**config.mk**
```make
export PLATFORM = sky130hd
export DESIGN_NAME = deq_cell
export DESIGN_NICKNAME = d
export VERILOG_FILES = /design/src/design/deq_pkg.sv /design/src/design/deq_cell.sv
export SDC_FILE = /design/constraint.sdc
export NUM_CORES = 1
export LEC_CHECK = 0
export ABC_AREA = 1
export BUFFER_PORTS_ARGS = -buffer_cell sky130_fd_sc_hd__buf_2
export CAP_MARGIN = 5
export CORE_MARGIN = 4
export CORE_UTILIZATION = 36
export DETAILED_ROUTE_END_ITERATION = 7
export GPL_TIMING_DRIVEN = 0
export PLACE_DENSITY_LB_ADDON = 0.05
export RECOVER_POWER = 100
export REMOVE_ABC_BUFFERS = 1
export SYNTH_ARGS = -nofsm -noshare
export SYNTH_HDL_FRONTEND = slang
export SYNTH_SLANG_ARGS = --single-unit
```
**constraint.sdc**
```tcl
create_clock -name i_clk -period 2.4 [get_ports i_clk]
set_input_delay 0.36 -clock i_clk [delete_from_list [all_inputs] [get_ports i_clk]]
set_output_delay 0.36 -clock i_clk [all_outputs]
set_load 0.005 [all_outputs]
```
**src/design/deq_pkg.sv**
```systemverilog
`default_nettype none
// ----------------------------------------------------------------------------
// deq_pkg
// Shared sizes, operation and status codes, and the cell control bundle
// for the double-ended queue.
// ----------------------------------------------------------------------------
package deq_pkg;

    localparam int DEPTH      = 64;
    localparam int WORD_WIDTH = 32;
    localparam int IDX_W      = $clog2(DEPTH);
    localparam int CNT_W      = $clog2(DEPTH + 1);
    // levels of the back-end select tree, and its padded leaf count
    localparam int LVL        = (DEPTH > 1) ? $clog2(DEPTH) : 1;
    localparam int LEAVES     = 2 ** LVL;
    localparam int WAIT_W     = $clog2(LVL + 1);

    typedef enum logic [2:0] {
        OP_PUSH_FRONT = 3'd0,
        OP_PUSH_BACK  = 3'd1,
        OP_POP_FRONT  = 3'd2,
        OP_POP_BACK   = 3'd3,
        OP_PEEK_FRONT = 3'd4,
        OP_PEEK_BACK  = 3'd5
    } t_op;

    typedef enum logic [1:0] {
        ST_OK    = 2'd0,
        ST_EMPTY = 2'd1,
        ST_FULL  = 2'd2
    } t_status;

    typedef struct packed {
        logic                  shift_up;    // push front: every cell takes its lower neighbor
        logic                  shift_down;  // pop front: every cell takes its upper neighbor
        logic                  load_back;   // push back: the cell at position count loads
        logic [WORD_WIDTH-1:0] push_value;
        logic [CNT_W-1:0]      count;       // count before this beat
    } t_cell_ctl;

endpackage : deq_pkg
`default_nettype wire

```
**src/design/deq_cell.sv**
```systemverilog
`default_nettype none
// ----------------------------------------------------------------------------
// deq_cell
// One queue slot. Holds element number i_index counted from the front,
// shifts with its neighbors on front operations, and gates its word onto
// the back tap when it holds the last element.
// ----------------------------------------------------------------------------
module deq_cell
    import deq_pkg::*;
(
    input  wire logic                  i_clk,
    input  wire t_cell_ctl             i_ctl,
    input  wire logic [IDX_W-1:0]      i_index,
    input  wire logic [WORD_WIDTH-1:0] i_prev_data,
    input  wire logic [WORD_WIDTH-1:0] i_next_data,
    output logic      [WORD_WIDTH-1:0] o_data,
    output logic      [WORD_WIDTH-1:0] o_tap
);

    logic [WORD_WIDTH-1:0] r_data;
    logic [WORD_WIDTH-1:0] n_data;
    logic [CNT_W-1:0]      w_pos;
    logic                  w_is_last;

    assign w_pos     = CNT_W'(i_index);
    assign w_is_last = (w_pos + CNT_W'(1)) == i_ctl.count;

    always_comb begin
        n_data = r_data;
        if (i_ctl.shift_up) begin
            n_data = i_prev_data;
        end else if (i_ctl.shift_down) begin
            n_data = i_next_data;
        end else if (i_ctl.load_back && (w_pos == i_ctl.count)) begin
            n_data = i_ctl.push_value;
        end
    end

    always_ff @(posedge i_clk) begin
        r_data <= n_data;
    end

    assign o_data = r_data;
    assign o_tap  = w_is_last ? r_data : '0;

endmodule : deq_cell
`default_nettype wire

```
-- After elaboration in Yosys (flattened, before gate mapping)
Index checks and enable logic that the tools add are counted.
- $add $sub $neg: 1
- $mul: 0
- divide/modulo/power cells: 0
- $lt $le $gt $ge: 0
- equality and inequality tests: 2
- shifts and indexed selects: 0
- multiplexer cells: 4
- bitwise logic cells: 0
- reductions and logical operators: 2
- operators with widths (kind ; number):
    32-bit 2-to-1 mux ; 4
    6-bit by 1-bit adder with 7-bit output, second input constant ; 1
    6-bit by 7-bit equality test with 1-bit output ; 1
    7-bit equality test ; 1
    3-bit nonzero test ; 1
    1-bit logical AND ; 1
- register bits after elaboration: 32
- latch bits: 0
- memory bits (writable): 0
- ROM bits: 0
- input port bits: 113
- output and inout bits: 64
- logic and storage cells: 10
- memories: 0

-- Depth between registers and ports, before layout
- depth in word-level cells: 5
- depth in mapped cells: 10
- mapped depth without buffers: 9

-- Worst setup path before layout
No wires, ideal clock.
- path type: input port to flip-flop
- from: input i_ctl[41] (netlist name)
- to: register r_data[0], in the netlist o_data[0], enable pin
- library setup time: 0.562 ns
- arrival time: 1.711 ns
- data required time: 1.838 ns
- setup slack: 0.127 ns
- stages on the path: 4
- path buffers: 2
- path through: clkbuf_1 > inv_1 > buf_1 > nand3_1
- longest elaborated chain between the ends: 1
- ends and longest elaborated chain (what ; RTL line ; RTL):
    from (decl) ; deq_cell.sv:12 ; input wire t_cell_ctl i_ctl,
    3-bit nonzero test (no source line) ; n/a ;
    to (signal assigned) ; deq_cell.sv:40 ; r_data <= n_data;
    to (decl) ; deq_cell.sv:20 ; logic [WORD_WIDTH-1:0] r_data;
Every way passes these cells.
A chain may end at the register's enable or synchronous reset.

-- Worst setup path after layout
- from: input i_ctl[40] (netlist name)
- to: register r_data[14], in the netlist o_data[14], enable pin
The elaborated chain is that of the path after synthesis.

==> results_dict.tcl <==
set metrics [dict create \
    finalHoldViolCount 0 \
    fin_crit_sh 0.914 \
    path_delay_family "buffers and inverters" \
    grt_max_degree 35 \
    pre_cts_ws_ns -0.802 \
    crit_chain "buf_2 -> clkinvlp_4 -> nand3_4" \
    syn_area_per_cell_um2 7.14 \
    slowest_delay_ns 0.61 \
    largest_reg_flops 32 \
    synth-seq-cells 32 \
    status "finished, final reports clean" \
    rsz0062_at_grt "false" \
    layout-drive-gt1-share 0.382 \
    slew_headroom 0.485 \
    ir_drop_uv 229 \
    synth_top_area_cell "edfxtp_1" \
    finalSetupViolCount 0 \
    diodes 0 \
    synth.cell_area_mm2 0.00223 \
    max_cap_violations 0 \
    area_growth_pct 43.4 \
    finalWorstSetupSlack_ns 0.206 \
    gp_congestion 0.847 \
    cts_tree "done" \
    dp_hpwl_mm 5.37 \
    crit_fanout 34 \
    io_pins 177 \
    fmax_mhz 456 \
    grt_pass1_vias 2474 \
    synthTopCellsByCount "a21oi_1, nand2_1, inv_1" \
    die-area_mm2 0.00753 \
    nNetsFinal 595 \
    placed_area_mm2 0.00313 \
    yosysTopAreaCellShare 0.430 \
    hold_depth 3 \
    stdcell_area_mm2 0.00320 \
    cts.sinks 32 \
    grt-ovfl-total 0 \
    synth_top_flop_cell "edfxtp_1" \
    drt-total-wl_mm 7.61 \
    clkTransAtPathRegs_ns 0.07 \
    start_kind "input pin" \
    vias_per_cell 4.61 \
    min_to "o_data[1]$_DFFE_PP_" \
    slew_viol_final 0 \
    hold_start "i_prev_data[1]" \
    power_density_mw_per_mm2 497 \
    crit_path_top_delay_cell "clkinvlp_4" \
    grt_usage 0.197 \
    cts.htree.levels 2 \
    final.setup.tns_ns 0 \
    hp-class "in2reg" \
    fill_cells 648 \
    ys_types 15 \
    tightest_slew_ns 0.768 \
    drt_first_pass_iters 4 \
    clock_path_buffers 2 \
    fp.dieH_um 86.8 \
    whs_ns 0.401 \
    synth_edf_count 32 \
    hold_buffers 0 \
    critPathBufInv 2 \
    required_ns 2.32 \
    start_util 0.375 \
    p_leak_nw 1.76 \
    cp-end-kind "register" \
    fp-row-count 28 \
    yosys_warnings 0 \
    arrival_ns 2.11 \
    antenna_found_initial 0 \
    core_mm2 0.00596 \
    syn-instance-count 313 \
    worstSetupPathType "in2reg" \
    drt_iter0_drc 86 \
    cts-buffers-inserted 5 \
    synth_area_leaders "edfxtp_1, a21oi_1, nand2_1" \
    ys_seq_area_frac 0.430 \
    drc_errors 0 \
    period_needed_ns 2.19 \
    io_buffers 176 \
    wl_per_cell_um 13.7 \
    grt_pass1_wl_mm 11.7 \
    cts_root_buf "clkbuf_8" \
    async_reset_ff_frac 0 \
    yosysMostFrequentCell "a21oi_1" \
    die_w_um 86.8 \
    vias 2567 \
    postRouteAntennaNets 0 \
]
-- kinds of logic (layout without fill, tap and decap cells) --
| logic type | Yosys count | in the layout | share of synthesized area |
|---|---|---|---|
| simple gates | 145 | 145 | 0.289 |
| compound gates | 68 | 68 | 0.152 |
| buf+inv | 67 | 236 | 0.123 |
| flops | 32 | 32 | 0.430 |
| fa+ha+maj | 1 | 1 | 0.00560 |
-- cell type report --
cell class                      instances  area [µm²]  share of cell area
Inverter                               50         195              0.0609
Tap cell                               75        93.8              0.0293
Timing Repair inverter                  2        10.0             0.00313
Clock buffer                            5        68.8              0.0215
Sequential cell                        32         961               0.300
Clock inverter                          3        37.5              0.0117
Multi-Input combinational cell        214         977               0.305
Timing Repair Buffer                  176         860               0.268
-- per-layer routing --
layer	wire length (µm)	GRT usage	vias up
met5	0	0	-
met4	56	0.0510	0
met3	722	0.0466	5
met2	3640	0.332	112
met1	3190	0.254	1125
li1	-	-	1325
-- through the flow --
stage	cells	utilization	power (mW)
after floorplan	296	-	0.897
after global placement	547	0.524	1.11
after detailed placement	547	0.525	1.11
after CTS	557	0.548	1.62
after global routing	557	0.538	1.68
final	557	0.538	1.59
-- cells in the final DEF, fill, tap and decap left out --
| master | Yosys | final |
|---|---|---|
| clkinvlp_2 | 0 | 2 |
| o21ai_0 | 2 | 2 |
| clkbuf_8 | 0 | 5 |
| a21oi_1 | 66 | 66 |
| nand3b_1 | 1 | 1 |
| nand2_1 | 62 | 62 |
| clkbuf_2 | 0 | 2 |
| clkinvlp_4 | 0 | 2 |
| bufinv_16 | 0 | 1 |
| buf_2 | 0 | 157 |
| nand4_1 | 1 | 1 |
| nand2_8 | 0 | 1 |
| inv_1 | 50 | 48 |
| nand3_1 | 10 | 9 |
| nor2_1 | 38 | 57 |
| edfxtp_1 | 32 | 32 |
| clkbuf_1 | 12 | 17 |
| nand3_4 | 0 | 1 |
| clkinv_1 | 0 | 2 |
| ha_1 | 1 | 1 |
| nor2_2 | 32 | 13 |
-- tightest hold or removal path: stages --
cell	delay [ns]
buf_2	0.08
nor2_1	0.03
a21oi_1	0.09
-- timing repair --
item	4_1_cts	5_1_grt
gates cloned	2	0
setup buffers	0	0
gates resized for setup	4	1
endpoints found under the setup margin	64	3
-- how the worst max path moves through the flow --
stage / startpoint / end / slack, ns / cells after the start
after floorplan: i_ctl[41] / o_data[0]$_DFFE_PP_ / 0.05 / 2
after global placement: i_ctl[41] / o_data[24]$_DFFE_PP_ / -1.54 / 3
after detailed placement: i_ctl[41] / o_data[24]$_DFFE_PP_ / -0.80 / 3
after CTS: i_ctl[41] / o_data[31]$_DFFE_PP_ / 0.14 / 3
after global routing: i_ctl[41] / o_data[31]$_DFFE_PP_ / 0.003 / 3
final: i_ctl[40] / o_data[14]$_DFFE_PP_ / 0.21 / 3
-- power by group --
part / total (mW) / switching, mW / internal [mW]
registers: 0.733 / 0.0366 / 0.696
clock network: 0.497 / 0.195 / 0.302
logic: 0.362 / 0.200 / 0.162
Power figures use the tool's default switching activity.
